[src/rtl/dltd_pkg.sv]
// Shared types, constants and helper functions for the log message deframer.
// No dependencies; every other file of the block refers to this package.
`timescale 1ns / 1ps
`default_nettype none

package dltd_pkg;

  localparam logic [31:0] SERIAL_WORD     = 32'h444C_5301;
  localparam logic [17:0] BUF_SIZE_RESET  = 18'd65536;
  localparam logic [4:0]  STD_HDR_BYTES   = 5'd4;
  localparam logic [4:0]  EXTRA_WORD_BYTES = 5'd4;
  localparam logic [4:0]  EXT_HDR_BYTES   = 5'd10;
  localparam logic [2:0]  MSG_TYPE_CONTROL = 3'd3;
  localparam logic [3:0]  SUBTYPE_REQUEST = 4'd1;

  localparam int unsigned FLAG_EXT = 0;
  localparam int unsigned FLAG_ECU = 2;
  localparam int unsigned FLAG_SID = 3;
  localparam int unsigned FLAG_TMS = 4;

  typedef enum logic [1:0] {
    ERR_NONE   = 2'd0,
    ERR_SHORT  = 2'd1,
    ERR_BUFFER = 2'd2
  } err_t;

  typedef enum logic [1:0] {
    PH_FIRST   = 2'd0,
    PH_STD     = 2'd1,
    PH_EXTRA   = 2'd2,
    PH_PAYLOAD = 2'd3
  } phase_t;

  typedef struct packed {
    logic [7:0] byte_value;
    logic       restart;
  } in_item_t;

  typedef struct packed {
    logic        is_command;
    logic        serial_header_found;
    logic [7:0]  header_type;
    logic [7:0]  message_counter;
    logic [4:0]  header_size;
    logic [15:0] payload_size;
    logic [7:0]  message_info;
    logic [31:0] ecu_id;
    logic [31:0] session_id;
    logic [31:0] timestamp;
    logic [1:0]  error_code;
  } out_item_t;

  typedef struct packed {
    logic     step;
    in_item_t item;
  } step_t;

  function automatic logic [4:0] hdr_size(input logic [7:0] t);
    logic [4:0] s;
    s = STD_HDR_BYTES;
    if (t[FLAG_ECU]) s = s + EXTRA_WORD_BYTES;
    if (t[FLAG_SID]) s = s + EXTRA_WORD_BYTES;
    if (t[FLAG_TMS]) s = s + EXTRA_WORD_BYTES;
    if (t[FLAG_EXT]) s = s + EXT_HDR_BYTES;
    return s;
  endfunction

endpackage

`default_nettype wire

[src/rtl/dltd_parser.sv]
// Byte-wise message parser: phase state machine, header and field capture.
// Produces one descriptor combinationally on the step that completes it; uses dltd_pkg.
`timescale 1ns / 1ps
`default_nettype none

module dltd_parser (
  input  wire logic               clk,
  input  wire logic               rst_n,
  input  wire dltd_pkg::step_t    step_in,
  input  wire logic [17:0]        buffer_size,
  output logic                    res_valid,
  output dltd_pkg::out_item_t     res
);

  dltd_pkg::phase_t ph_r, ph_nxt, ph_e;
  logic [4:0]  pos_r, pos_nxt, pos_e;
  logic [31:0] fw_r, fw_nxt, fw_e, fw_shift;
  logic        ser_r, ser_nxt, ser_e;
  logic        halt_r, halt_nxt, halt_e;
  logic [15:0] rem_r, rem_nxt;
  logic [7:0]  t_r, t_nxt, cnt_r, cnt_nxt;
  logic [15:0] len_r, len_nxt;
  logic [31:0] ecu_r, ecu_nxt, sid_r, sid_nxt, tms_r, tms_nxt;
  logic [7:0]  info_r, info_nxt;

  logic [7:0]  b;
  logic        hdr_done, emit;
  dltd_pkg::err_t err;
  logic [7:0]  hdr_t, hdr_cnt;
  logic [15:0] hdr_len;
  logic [4:0]  hs_r, hs_cur, pos_inc;
  logic [4:0]  bnd_ecu, bnd_sid, bnd_tms;
  logic [16:0] total;

  always_comb begin
    b         = step_in.item.byte_value;
    ph_e      = step_in.item.restart ? dltd_pkg::PH_FIRST : ph_r;
    pos_e     = step_in.item.restart ? 5'd0 : pos_r;
    fw_e      = step_in.item.restart ? 32'd0 : fw_r;
    ser_e     = step_in.item.restart ? 1'b0 : ser_r;
    halt_e    = step_in.item.restart ? 1'b0 : halt_r;
    fw_shift  = {fw_e[23:0], b};
    pos_inc   = 5'(pos_e + 5'd1);
    hs_r      = dltd_pkg::hdr_size(t_r);
    bnd_ecu   = 5'(dltd_pkg::STD_HDR_BYTES +
                   (t_r[dltd_pkg::FLAG_ECU] ? dltd_pkg::EXTRA_WORD_BYTES : 5'd0));
    bnd_sid   = 5'(bnd_ecu +
                   (t_r[dltd_pkg::FLAG_SID] ? dltd_pkg::EXTRA_WORD_BYTES : 5'd0));
    bnd_tms   = 5'(bnd_sid +
                   (t_r[dltd_pkg::FLAG_TMS] ? dltd_pkg::EXTRA_WORD_BYTES : 5'd0));

    ph_nxt   = ph_r;
    pos_nxt  = pos_r;
    fw_nxt   = fw_r;
    ser_nxt  = ser_r;
    halt_nxt = halt_r;
    rem_nxt  = rem_r;
    t_nxt    = t_r;
    cnt_nxt  = cnt_r;
    len_nxt  = len_r;
    ecu_nxt  = ecu_r;
    sid_nxt  = sid_r;
    tms_nxt  = tms_r;
    info_nxt = info_r;
    hdr_done = 1'b0;
    emit     = 1'b0;
    err      = dltd_pkg::ERR_NONE;
    hdr_t    = t_r;
    hdr_cnt  = cnt_r;
    hdr_len  = len_r;

    if (step_in.step) begin
      ph_nxt   = ph_e;
      pos_nxt  = pos_e;
      fw_nxt   = fw_e;
      ser_nxt  = ser_e;
      halt_nxt = halt_e;
      if (!halt_e) begin
        unique case (ph_e)
          dltd_pkg::PH_FIRST: begin
            fw_nxt  = fw_shift;
            pos_nxt = pos_inc;
            if (pos_e == 5'd3) begin
              if (fw_shift == dltd_pkg::SERIAL_WORD) begin
                ser_nxt = 1'b1;
                ph_nxt  = dltd_pkg::PH_STD;
                pos_nxt = 5'd0;
              end else begin
                hdr_done = 1'b1;
                hdr_t    = fw_shift[31:24];
                hdr_cnt  = fw_shift[23:16];
                hdr_len  = fw_shift[15:0];
              end
            end
          end
          dltd_pkg::PH_STD: begin
            pos_nxt = pos_inc;
            case (pos_e[1:0])
              2'd0:    t_nxt = b;
              2'd1:    cnt_nxt = b;
              2'd2:    len_nxt = {b, len_r[7:0]};
              default: begin
                hdr_done = 1'b1;
                hdr_len  = {len_r[15:8], b};
              end
            endcase
          end
          dltd_pkg::PH_EXTRA: begin
            pos_nxt = pos_inc;
            if (pos_e < bnd_ecu) begin
              ecu_nxt = {ecu_r[23:0], b};
            end else if (pos_e < bnd_sid) begin
              sid_nxt = {sid_r[23:0], b};
            end else if (pos_e < bnd_tms) begin
              tms_nxt = {tms_r[23:0], b};
            end else if (pos_e == bnd_tms) begin
              info_nxt = b;
            end
            if (pos_inc == hs_r) begin
              if (len_r == {11'd0, hs_r}) begin
                emit = 1'b1;
              end else begin
                ph_nxt  = dltd_pkg::PH_PAYLOAD;
                pos_nxt = 5'd0;
                rem_nxt = 16'(len_r - {11'd0, hs_r});
              end
            end
          end
          dltd_pkg::PH_PAYLOAD: begin
            rem_nxt = 16'(rem_r - 16'd1);
            if (rem_r == 16'd1) begin
              emit = 1'b1;
            end
          end
          default: begin
            ph_nxt = dltd_pkg::PH_FIRST;
          end
        endcase
      end
    end

    hs_cur = dltd_pkg::hdr_size(hdr_t);
    total  = 17'({1'b0, hdr_len} + (ser_nxt ? 17'd4 : 17'd0));

    if (hdr_done) begin
      t_nxt    = hdr_t;
      cnt_nxt  = hdr_cnt;
      len_nxt  = hdr_len;
      ecu_nxt  = 32'd0;
      sid_nxt  = 32'd0;
      tms_nxt  = 32'd0;
      info_nxt = 8'd0;
      if (hdr_len < {11'd0, hs_cur}) begin
        emit     = 1'b1;
        err      = dltd_pkg::ERR_SHORT;
        halt_nxt = 1'b1;
      end else if ({1'b0, total} > buffer_size) begin
        emit     = 1'b1;
        err      = dltd_pkg::ERR_BUFFER;
        halt_nxt = 1'b1;
      end else if (hs_cur > dltd_pkg::STD_HDR_BYTES) begin
        ph_nxt  = dltd_pkg::PH_EXTRA;
        pos_nxt = dltd_pkg::STD_HDR_BYTES;
      end else if (hdr_len == {11'd0, hs_cur}) begin
        emit = 1'b1;
      end else begin
        ph_nxt  = dltd_pkg::PH_PAYLOAD;
        pos_nxt = 5'd0;
        rem_nxt = 16'(hdr_len - {11'd0, hs_cur});
      end
    end

    if (emit && err == dltd_pkg::ERR_NONE) begin
      ph_nxt  = dltd_pkg::PH_FIRST;
      pos_nxt = 5'd0;
      fw_nxt  = 32'd0;
      ser_nxt = 1'b0;
    end
  end

  always_comb begin
    res_valid = emit;
    res.is_command = (err == dltd_pkg::ERR_NONE) && hdr_t[dltd_pkg::FLAG_EXT] &&
                     (info_nxt[3:1] == dltd_pkg::MSG_TYPE_CONTROL) &&
                     (info_nxt[7:4] == dltd_pkg::SUBTYPE_REQUEST);
    res.serial_header_found = ser_e;
    res.header_type         = hdr_t;
    res.message_counter     = hdr_cnt;
    res.header_size         = hs_cur;
    res.payload_size        = (hdr_len >= {11'd0, hs_cur}) ?
                              16'(hdr_len - {11'd0, hs_cur}) : 16'd0;
    res.message_info        = (err == dltd_pkg::ERR_NONE) ? info_nxt : 8'd0;
    res.ecu_id              = (err == dltd_pkg::ERR_NONE) ? ecu_nxt : 32'd0;
    res.session_id          = (err == dltd_pkg::ERR_NONE) ? sid_nxt : 32'd0;
    res.timestamp           = (err == dltd_pkg::ERR_NONE) ? tms_nxt : 32'd0;
    res.error_code          = err;
  end

  always_ff @(posedge clk) begin
    if (!rst_n) begin
      ph_r   <= dltd_pkg::PH_FIRST;
      pos_r  <= 5'd0;
      fw_r   <= 32'd0;
      ser_r  <= 1'b0;
      halt_r <= 1'b0;
    end else begin
      ph_r   <= ph_nxt;
      pos_r  <= pos_nxt;
      fw_r   <= fw_nxt;
      ser_r  <= ser_nxt;
      halt_r <= halt_nxt;
    end
  end

  always_ff @(posedge clk) begin
    rem_r  <= rem_nxt;
    t_r    <= t_nxt;
    cnt_r  <= cnt_nxt;
    len_r  <= len_nxt;
    ecu_r  <= ecu_nxt;
    sid_r  <= sid_nxt;
    tms_r  <= tms_nxt;
    info_r <= info_nxt;
  end

endmodule

`default_nettype wire

[src/rtl/dltd_out_stage.sv]
// Result register of the deframer: holds one descriptor until it is taken.
// Uses the descriptor type from dltd_pkg.
`timescale 1ns / 1ps
`default_nettype none

module dltd_out_stage (
  input  wire logic                clk,
  input  wire logic                rst_n,
  input  wire logic                load,
  input  wire dltd_pkg::out_item_t res,
  input  wire logic                out_stall,
  output logic                     out_valid,
  output dltd_pkg::out_item_t      out_data
);

  logic                valid_r, valid_nxt;
  dltd_pkg::out_item_t data_r, data_nxt;

  always_comb begin
    valid_nxt = valid_r;
    data_nxt  = data_r;
    if (load) begin
      valid_nxt = 1'b1;
      data_nxt  = res;
    end else if (!out_stall) begin
      valid_nxt = 1'b0;
    end
  end

  always_ff @(posedge clk) begin
    if (!rst_n) begin
      valid_r <= 1'b0;
    end else begin
      valid_r <= valid_nxt;
    end
  end

  always_ff @(posedge clk) begin
    data_r <= data_nxt;
  end

  assign out_valid = valid_r;
  assign out_data  = data_r;

endmodule

`default_nettype wire

[src/rtl/log_message_deframer_top.sv]
// Top level of the log message deframer: input register, buffer size register,
// parser and result register. Depends on dltd_pkg, dltd_parser and dltd_out_stage.
// A byte in the input register is parsed as it advances; its descriptor, if any, goes to
// the result register at that step. Throughput: one byte per cycle while the result
// register is not held, one parser step per byte. Synchronous active-low reset clears the
// parser, the valid flags and sets the buffer size to 65536; no clearing pass is needed.
`timescale 1ns / 1ps
`default_nettype none

module log_message_deframer_top (
  input  wire logic                clk,
  input  wire logic                rst_n,
  input  wire logic                in_valid,
  output logic                     in_stall,
  input  wire dltd_pkg::in_item_t  in_data,
  output logic                     out_valid,
  input  wire logic                out_stall,
  output dltd_pkg::out_item_t      out_data,
  input  wire logic                cfg_valid,
  output logic                     cfg_ready,
  input  wire logic [17:0]         cfg_data
);

  logic               s1_valid_r, s1_valid_nxt;
  dltd_pkg::in_item_t s1_item_r, s1_item_nxt;
  logic [17:0]        buf_size_r, buf_size_nxt;
  logic               advance, in_take;
  dltd_pkg::step_t    step;
  logic               res_valid;
  dltd_pkg::out_item_t res;

  assign advance   = s1_valid_r && (!out_valid || !out_stall);
  assign in_stall  = s1_valid_r && !advance;
  assign in_take   = in_valid && !in_stall;
  assign cfg_ready = 1'b1;

  always_comb begin
    s1_valid_nxt = in_take || (s1_valid_r && !advance);
    s1_item_nxt  = in_take ? in_data : s1_item_r;
    buf_size_nxt = (cfg_valid && cfg_ready) ? cfg_data : buf_size_r;
    step.step    = advance;
    step.item    = s1_item_r;
  end

  always_ff @(posedge clk) begin
    if (!rst_n) begin
      s1_valid_r <= 1'b0;
      buf_size_r <= dltd_pkg::BUF_SIZE_RESET;
    end else begin
      s1_valid_r <= s1_valid_nxt;
      buf_size_r <= buf_size_nxt;
    end
  end

  always_ff @(posedge clk) begin
    s1_item_r <= s1_item_nxt;
  end

  dltd_parser u_parser (
    .clk         (clk),
    .rst_n       (rst_n),
    .step_in     (step),
    .buffer_size (buf_size_r),
    .res_valid   (res_valid),
    .res         (res)
  );

  dltd_out_stage u_out (
    .clk       (clk),
    .rst_n     (rst_n),
    .load      (advance && res_valid),
    .res       (res),
    .out_stall (out_stall),
    .out_valid (out_valid),
    .out_data  (out_data)
  );

  a_stall_only_when_full: assert property (@(posedge clk) disable iff (!rst_n)
    in_stall |-> s1_valid_r)
    else $error("input stalled with an empty input register");

  a_no_overwrite: assert property (@(posedge clk) disable iff (!rst_n)
    advance |-> !(out_valid && out_stall))
    else $error("parser stepped while the result register was held");

  a_error_fields_clear: assert property (@(posedge clk) disable iff (!rst_n)
    (out_valid && out_data.error_code != dltd_pkg::ERR_NONE) |->
      (!out_data.is_command && out_data.ecu_id == 32'd0 && out_data.message_info == 8'd0))
    else $error("error descriptor carries optional header fields");

  a_header_size: assert property (@(posedge clk) disable iff (!rst_n)
    out_valid |-> (out_data.header_size == dltd_pkg::hdr_size(out_data.header_type)))
    else $error("header size does not match the type byte");

endmodule

`default_nettype wire
[config.mk]
export PLATFORM = sky130hd
export DESIGN_NAME = log_message_deframer_top
export DESIGN_NICKNAME = d
export VERILOG_FILES = /design/src/rtl/dltd_pkg.sv /design/src/rtl/dltd_parser.sv /design/src/rtl/dltd_out_stage.sv /design/src/rtl/log_message_deframer_top.sv
export SDC_FILE = /design/constraint.sdc
export NUM_CORES = 1
export LEC_CHECK = 0
export ABC_AREA = 1
export BUFFER_PORTS_ARGS = -buffer_cell sky130_fd_sc_hd__buf_2
export CORE_UTILIZATION = 54
export DETAILED_ROUTE_END_ITERATION = 16
export PLACE_DENSITY = 0.74
export SLEW_MARGIN = 15
export SYNTH_ARGS = -nofsm -noshare
export SYNTH_HDL_FRONTEND = slang
export SYNTH_HIERARCHICAL = 1
export SYNTH_SLANG_ARGS = --single-unit
[constraint.sdc]
create_clock -name clk -period 9.22 [get_ports clk]
set_input_delay 1.844 -clock clk [delete_from_list [all_inputs] [get_ports clk]]
set_output_delay 1.844 -clock clk [all_outputs]
set_load 0.01 [all_outputs]
# After elaboration in Yosys (flattened, before gate mapping)

Index checks and enable logic that the tools add are counted.

Logic and storage cells: 236
Output and inout port bits: 148
Bits of input ports: 32
Bits in registers: 367

$add $sub $neg: 14
Multiplexer cells: 141
$lt $le $gt $ge: 7
Reductions and logical operators: 27
Bitwise gates (word level): 1
Equality and inequality tests: 16

Operators with widths:

| cell                    | number |
|---|---|
| $mux W32                | 21 |
| $mux W16                | 18 |
| $mux W8                 | 29 |
| $mux W5                 | 18 |
| $pmux W16 S2            | 2 |
| $eq A16 B5 Y1           | 2 |
| $eq A32 B31 Y1 const B  | 1 |
| $sub A16 B5 Y16         | 2 |
| $mux W2                 | 15 |
| $mux W1                 | 28 |
| $gt A17 B18 Y1          | 1 |
| $add A16 B17 Y17        | 1 |
| $eq A16 B1 Y1 const B   | 1 |
| $ge A16 B5 Y1           | 1 |
| $lt A16 B5 Y1           | 1 |
| $sub A16 B1 Y16 const B | 1 |
| $lt A5 B5 Y1            | 3 |
| $pmux W5 S3             | 1 |
| $mux W3                 | 4 |
| $reduce_and A4 Y1       | 3 |
| $add A4 B3 Y5 const B   | 2 |
| $add A5 B3 Y5 const B   | 2 |
| $add A5 B4 Y5 const B   | 2 |
| $add A5 B5 Y5           | 2 |
| other kinds (22)        | 45 |

# Depth between registers and ports, before layout

Depth after elaboration: 22
Depth in mapped cells: 38
Gate-level depth less buffers: 33

# Modules after synthesis

Netlist, hierarchy kept.

Modules (own cells, without submodules):

| module                   | area an instance (µm²) | sequential area each (µm²) | times used | cells an instance |
|---|---|---|---|---|
| dltd_parser              | 12036.5                | 4023.9                     | 1          | 1757 |
| dltd_out_stage           | 4394.2                 | 4374.2                     | 1          | 150 |
| log_message_deframer_top | 1023.5                 | 650.6                      | 1          | 99 |

# Worst setup path after synthesis

Ideal clock, no wire load.

Path type: input to register
From: input port out_stall
To: register u_out.valid_r (netlist: u_out/out_valid)
Data arrival time: 9.657 ns
Stages on the path: 33
Path slack: -0.512 ns
Data required time: 9.145 ns
Buffers on the path: 3
Setup time: 0.075 ns
Path through: nand2_1 > and2_1 > inv_1 > clkbuf_1 > nor2_8 > nand3_4 > buf_6 > clkbuf_1 > clkinv_1 > o21ai_0 > inv_1 > ha_1 > nand2_1 > nand2_1 > nand2_1 > nand2_1 > o21ai_0 > inv_1 > ha_1 > nand2_1 > nor2_1 > a211oi_1 > nor2_1 > nor2_1 > nand2_2 > nor2_4 > a21oi_4 > nand3_2 > nand2_1 > nand2_2 > and3_1 > inv_1 > a21oi_2

RTL lines:

| item                   | line                           | source |
|---|---|---|
| start: declaration     | log_message_deframer_top.sv:17 | `input wire logic out_stall,` |
| end signal: assignment | dltd_out_stage.sv:34           | `valid_r <= valid_nxt;` |
| end: declaration       | dltd_out_stage.sv:16           | `logic valid_r, valid_nxt;` |

# Final worst setup path

From: input port out_stall
To: register u_out.data_r, in the netlist u_out/out_data[59] (enable)

Word-level cells in the longest chain between the ends: 18
Elaborated cells on any way between the ends: 27
Those cells by class: add/sub (4); order compare (3); eq/ne (1); mux (15); reduce/logical (4)

Ends and longest elaborated chain:

| item                                                                   | line                           | source |
|---|---|---|
| $logic_not A1 Y1 *                                                     | --                             |  |
| $logic_or A1 B1 Y1 *                                                   | log_message_deframer_top.sv:32 | `assign advance = s1_valid_r && (!out_valid \|\| !out_stall);` |
| $logic_and A1 B1 Y1 *                                                  | log_message_deframer_top.sv:32 |  |
| net advance                                                            | log_message_deframer_top.sv:27 | `logic advance, in_take;` |
| parallel branches: the longest is 13 deep, another holds $lt A16 B5 Y1 | --                             |  |
| $mux W1 *                                                              | dltd_parser.sv:145             | `if (hdr_done) begin` |
| net res_valid                                                          | log_message_deframer_top.sv:29 | `logic res_valid;` |
| $logic_and A1 B1 Y1 *                                                  | log_message_deframer_top.sv:71 | `.load (advance && res_valid),` |
| end signal: assignment                                                 | dltd_out_stage.sv:39           | `data_r <= data_nxt;` |
| end: declaration                                                       | dltd_out_stage.sv:17           | `dltd_pkg::out_item_t data_r, data_nxt;` |

Mark *: on every way through the listed nets, which the timed path passes.
A chain may end at the register's enable or synchronous reset.

==> metrics.txt <==
# TYPE chip_impl_metric gauge
chip_impl_info{name="result_of_the_run",value="finished, final reports clean"} 1
chip_impl_metric{name="yosys.area_share.adder",unit="%"} 3.67
chip_impl_metric{name="wire_length_per_cell_after_detailed_routing",unit="um"} 17.7
chip_impl_metric{name="power.density_cell_area",unit="mW/mm^2"} 171
chip_impl_metric{name="compound_cell_area_share_of_the_yosys_netlist",unit="%"} 13.8
chip_impl_info{name="critical_path.top_delay_family",value="simple AND/OR/NAND/NOR gates"} 1
chip_impl_metric{name="postRouteWirelength",unit="mm"} 45.5
chip_impl_info{name="layout_common_cells",value="sky130_fd_sc_hd__nand2_1, sky130_fd_sc_hd__nor2_1, sky130_fd_sc_hd__a21oi_1, sky130_fd_sc_hd__inv_1, sky130_fd_sc_hd__edfxtp_1"} 1
chip_impl_metric{name="cp_data_arrival_time",unit="ps"} 7620
chip_impl_metric{name="async_flop_share",unit="%"} 0
chip_impl_info{name="critPathCaptureType",value="register"} 1
chip_impl_metric{name="dp_wirelength",unit="mm"} 31.8
chip_impl_metric{name="grt_antenna_before_repair",unit=""} 1
chip_impl_metric{name="critPathBufInv",unit=""} 6
chip_impl_metric{name="vdd_drop_max",unit="mV"} 0.132
chip_impl_metric{name="max_clock_freq",unit="MHz"} 134
chip_impl_metric{name="power.share.clock",unit="%"} 44.0
chip_impl_metric{name="synth_xor_xnor_area_share",unit="%"} 1.91
chip_impl_metric{name="port-buffer-count",unit=""} 178
chip_impl_metric{name="clk_pin_slew_worst_paths",unit="ps"} 60
chip_impl_metric{name="synth_nets",unit=""} 2088
chip_impl_metric{name="synth.area.mux_share",unit="%"} 0.401
chip_impl_metric{name="design.die.area",unit="sq mm"} 0.0330
chip_impl_metric{name="post_route_cells_drive_above_1_share",unit="%"} 17.1
chip_impl_metric{name="htreeDepth",unit=""} 2
chip_impl_info{name="timing.hold.worst.class",value="reg -> reg"} 1
chip_impl_metric{name="area_growth_from_synthesis_to_layout",unit="%"} 12.9
chip_impl_metric{name="yosys.cell_types.count",unit=""} 58
chip_impl_metric{name="yosys_register_bits",unit=""} 359
chip_impl_metric{name="detailedRoute.firstPassIterationCount",unit=""} 7
chip_impl_metric{name="max_slew.worst_pin.slew",unit="ps"} 1060
chip_impl_metric{name="internal-power",unit="mW"} 2.60
chip_impl_metric{name="via_count",unit=""} 14600
chip_impl_metric{name="drtAntennaViolNets",unit=""} 0
chip_impl_info{name="timing.critical_path.slowest_stage_cell",value="sky130_fd_sc_hd__buf_12"} 1
chip_impl_metric{name="finalMaxSlewViolations",unit=""} 0
chip_impl_metric{name="cts.sink_count",unit=""} 359
chip_impl_metric{name="max_cap_violations",unit=""} 0
chip_impl_metric{name="mappedNetlistArea",unit="sq mm"} 0.0175
chip_impl_metric{name="num_rows",unit=""} 65
chip_impl_metric{name="critPathRequiredTime",unit="ps"} 9370
chip_impl_metric{name="final_min_period_over_clock_period",unit="%"} 81.0
chip_impl_info{name="yosys_most_used_dff",value="sky130_fd_sc_hd__edfxtp_1"} 1
chip_impl_metric{name="final.setup.tns",unit="ps"} 0
chip_impl_metric{name="power.combinational.fraction",unit="%"} 5.0
chip_impl_metric{name="skew",unit="ps"} 15.5
chip_impl_metric{name="initial_utilization",unit="%"} 55.0
chip_impl_metric{name="finalCriticalPeriod",unit="ps"} 7470
chip_impl_metric{name="clock_latency_of_the_later_clocked_register_in_the_worst_skew_pair",unit="ps"} 540
chip_impl_metric{name="critPathMaxFanout",unit=""} 146
chip_impl_metric{name="timing.final.ws_setup",unit="ps"} 1750
chip_impl_metric{name="post_cts.repair.setup_buffers",unit=""} 0
chip_impl_metric{name="cts-buffers-inserted",unit=""} 37
chip_impl_info{name="tritoncts",value="done"} 1
chip_impl_metric{name="post_synth_inst_count",unit=""} 2006
chip_impl_metric{name="grt_util_all_layers",unit="%"} 27.4
chip_impl_info{name="root_buffer",value="sky130_fd_sc_hd__clkbuf_16"} 1
chip_impl_info{name="critical-path-top-cell-by-count",value="sky130_fd_sc_hd__nand2_1"} 1
chip_impl_metric{name="p_sw",unit="uW"} 764
chip_impl_metric{name="core_region_area",unit="sq mm"} 0.0317
chip_impl_metric{name="initial_detailed_routing_violation_count",unit=""} 1415
chip_impl_metric{name="detailedPlace.worstSlack",unit="ps"} 1290
chip_impl_metric{name="cts_buffer_depth",unit=""} 3
chip_impl_metric{name="num-nets-final",unit=""} 2223
chip_impl_metric{name="die_h",unit="um"} 182
chip_impl_metric{name="synth-seq-area-share",unit="%"} 51.8
chip_impl_info{name="crit_type",value="in -> reg"} 1
chip_impl_metric{name="finalSetupViolations",unit=""} 0
chip_impl_metric{name="cp_slowest_stage_delay",unit="ps"} 570
chip_impl_metric{name="power_frac_seq",unit="%"} 51.0
chip_impl_metric{name="max_slew_headroom_at_the_worst_pin",unit="%"} 29.3
chip_impl_metric{name="final_hold_viol_count",unit=""} 0
chip_impl_metric{name="grt_pass1_wl",unit="mm"} 71.4
chip_impl_metric{name="first_global_vias",unit=""} 13400
chip_impl_metric{name="cellLeakagePower",unit="nW"} 8.17
chip_impl_metric{name="place_congestion",unit=""} 0.950
chip_impl_metric{name="die_width",unit="um"} 182
chip_impl_metric{name="io_pins",unit=""} 180
chip_impl_metric{name="synth_simple_gate_area_share",unit="%"} 21.0
chip_impl_metric{name="ctsResizeCount",unit=""} 0
chip_impl_metric{name="synth_area_per_cell",unit="sq um"} 8.70
chip_impl_metric{name="grt_remaining_overflow",unit=""} 0
chip_impl_info{name="synth_top_family_by_area",value="simple AND/OR/NAND/NOR gates"} 1
chip_impl_metric{name="antenna_cells_inserted",unit=""} 0
chip_impl_metric{name="netSwitchingFraction",unit="%"} 22.7
chip_impl_metric{name="final.hold.worst_slack",unit="ps"} 464
chip_impl_metric{name="synth_warnings",unit=""} 6
chip_impl_info{name="setup_repair_after_global_routing_missed_its_margin",value="no"} 1
chip_impl_metric{name="route.detailed.vias_per_inst",unit=""} 5.67
chip_impl_info{name="mostFrequentLayoutCell",value="sky130_fd_sc_hd__nand2_1"} 1
chip_impl_info{name="startpoint_type",value="input pin"} 1
chip_impl_metric{name="grt_max_degree",unit=""} 147
chip_impl_metric{name="total_power",unit="mW"} 3.36
chip_impl_metric{name="synth_enable_flop_cells",unit=""} 186
chip_impl_metric{name="hold_buffers",unit=""} 0
chip_impl_metric{name="drc_errors",unit=""} 0
## cell usage after synthesis, types with 5 or more instances
cell                        instances  area [sq um]
sky130_fd_sc_hd__edfxtp_1         186          5590
sky130_fd_sc_hd__o22ai_1           11          68.8
sky130_fd_sc_hd__mux2i_1            7          70.1
sky130_fd_sc_hd__inv_2             15          56.3
sky130_fd_sc_hd__o2111ai_1          5          43.8
sky130_fd_sc_hd__ha_1              48           601
sky130_fd_sc_hd__buf_1              5          18.8
sky130_fd_sc_hd__dfxtp_1          173          3460
sky130_fd_sc_hd__xor2_1            33           289
sky130_fd_sc_hd__inv_1            188           706
sky130_fd_sc_hd__nor2_4             7          78.8
sky130_fd_sc_hd__o211ai_1          11          82.6
sky130_fd_sc_hd__buf_4              6          45.0
sky130_fd_sc_hd__nor2_2            47           294
sky130_fd_sc_hd__nor3_1            22           110
sky130_fd_sc_hd__nand3_1           69           345
sky130_fd_sc_hd__nand4_1           49           307
sky130_fd_sc_hd__nand3_2            5          50.1
sky130_fd_sc_hd__a31oi_1           11          68.8
sky130_fd_sc_hd__o21ai_0          162           811
sky130_fd_sc_hd__a21oi_1          219          1100
sky130_fd_sc_hd__buf_2              6          30.0
sky130_fd_sc_hd__buf_6              7          78.8
sky130_fd_sc_hd__nand2_1          309          1160
sky130_fd_sc_hd__xnor2_1            5          43.8
sky130_fd_sc_hd__nor4_1            17           106
sky130_fd_sc_hd__clkbuf_1          66           248
sky130_fd_sc_hd__nand2_2           23           144
sky130_fd_sc_hd__nor2_1           232           871
sky130_fd_sc_hd__o21ai_1           14          70.1
## routing by layer
layer	up-vias	track usage (%)	part of all wire, %	routed length, um
li1	7047	-	-	-
met1	6837	39.4	45	20600
met2	595	42.7	45	20400
met3	100	3.43	6.7	3030
met4	0	9.56	3.1	1420
met5	-	0	0	0
## final cells by class
class,instances,area [sq um]
Clock buffer,52,1040
Clock inverter,16,158
Fill cell,2716,12000
Inverter,208,791
Multi-Input combinational cell,1345,7160
Sequential cell,359,9050
Tap cell,402,503
Timing Repair Buffer,190,993
## metrics by stage
stage          util [%]  instance area, sq um  std cells
2_1_floorplan         -                 17500       2006
3_3_place_gp       58.3                 18500       2504
3_5_place_dp       58.3                 18500       2504
4_1_cts            62.1                 19700       2572
5_1_grt            62.1                 19700       2572
6_report           62.1                 19700       2572
## flip-flops by register name, indices dropped and copies added (netlist names)
name             cells
u_parser/fw_r       24
u_parser/rem_r      16
buf_size_r          18
u_out/out_valid      1
u_parser/t_r         8
u_parser/tms_r      32
u_parser/pos_r       5
u_parser/ecu_r      32
u_parser/sid_r      32
u_parser/cnt_r       8
s1_valid_r           1
u_parser/info_r      8
u_parser/ph_r        2
u_parser/ser_r       1
u_parser/halt_r      1
s1_item_r            9
u_out/out_data     145
u_parser/len_r      16
## worst register-to-register path: stages (launching register included)
cell and delay [ps]:
sky130_fd_sc_hd__edfxtp_1 320, sky130_fd_sc_hd__buf_4 320, sky130_fd_sc_hd__nor2_1 220, sky130_fd_sc_hd__ha_1 300
sky130_fd_sc_hd__nand4_2 150, sky130_fd_sc_hd__clkinv_1 430, sky130_fd_sc_hd__nand3_4 530, sky130_fd_sc_hd__nand2_2 180
sky130_fd_sc_hd__o21ai_0 440, sky130_fd_sc_hd__ha_1 270, sky130_fd_sc_hd__ha_1 210, sky130_fd_sc_hd__nand3_2 110
sky130_fd_sc_hd__or2_1 280, sky130_fd_sc_hd__or2_1 290, sky130_fd_sc_hd__nor2_1 110, sky130_fd_sc_hd__nor2_1 50
sky130_fd_sc_hd__ha_1 270, sky130_fd_sc_hd__nand2_1 90, sky130_fd_sc_hd__nor4_1 360, sky130_fd_sc_hd__o211ai_1 140
sky130_fd_sc_hd__nand3_1 100, sky130_fd_sc_hd__nand2_1 170, sky130_fd_sc_hd__nand3_2 200, sky130_fd_sc_hd__nand2_1 90
sky130_fd_sc_hd__nand2_2 140, sky130_fd_sc_hd__and3_4 220, sky130_fd_sc_hd__buf_12 570
## cells by family (layout without fill, tap and decap cells)
| kind of cell | count (synthesis) | after routing |
|---|---|---|
| AO/OA/AOI/OAI | 450 | 450 |
| XOR/XNOR | 38 | 38 |
| adder cells (fa/ha/maj) | 50 | 50 |
| buffers and inverters | 302 | 466 |
| flip-flops | 359 | 359 |
| multiplexers | 7 | 7 |
| other | 2 | 2 |
| AND/OR/NAND/NOR | 798 | 798 |
## worst paths after layout
check | from | to | slack (ps) | cells past startpoint
setup / recovery | out_stall | u_out/out_data[59] | 1750 | 31
hold / removal | buf_size_r[16] | buf_size_r[16] | 460 | 2
setup reg to reg | s1_item_r[0] | u_out/out_data[59] | 2160 | 26
hold reg to reg | buf_size_r[16] | buf_size_r[16] | 460 | 2
## power groups by stage
stage | registers, mW | clock network [mW] | logic (mW)
floorplan | 1.74 | 0 | 0.125
global placement | 1.75 | 0 | 0.161
detailed placement | 1.75 | 0 | 0.164
CTS | 1.71 | 1.51 | 0.165
global route | 1.71 | 1.57 | 0.187
finish | 1.71 | 1.48 | 0.168
(Power assumes the default switching activity.)
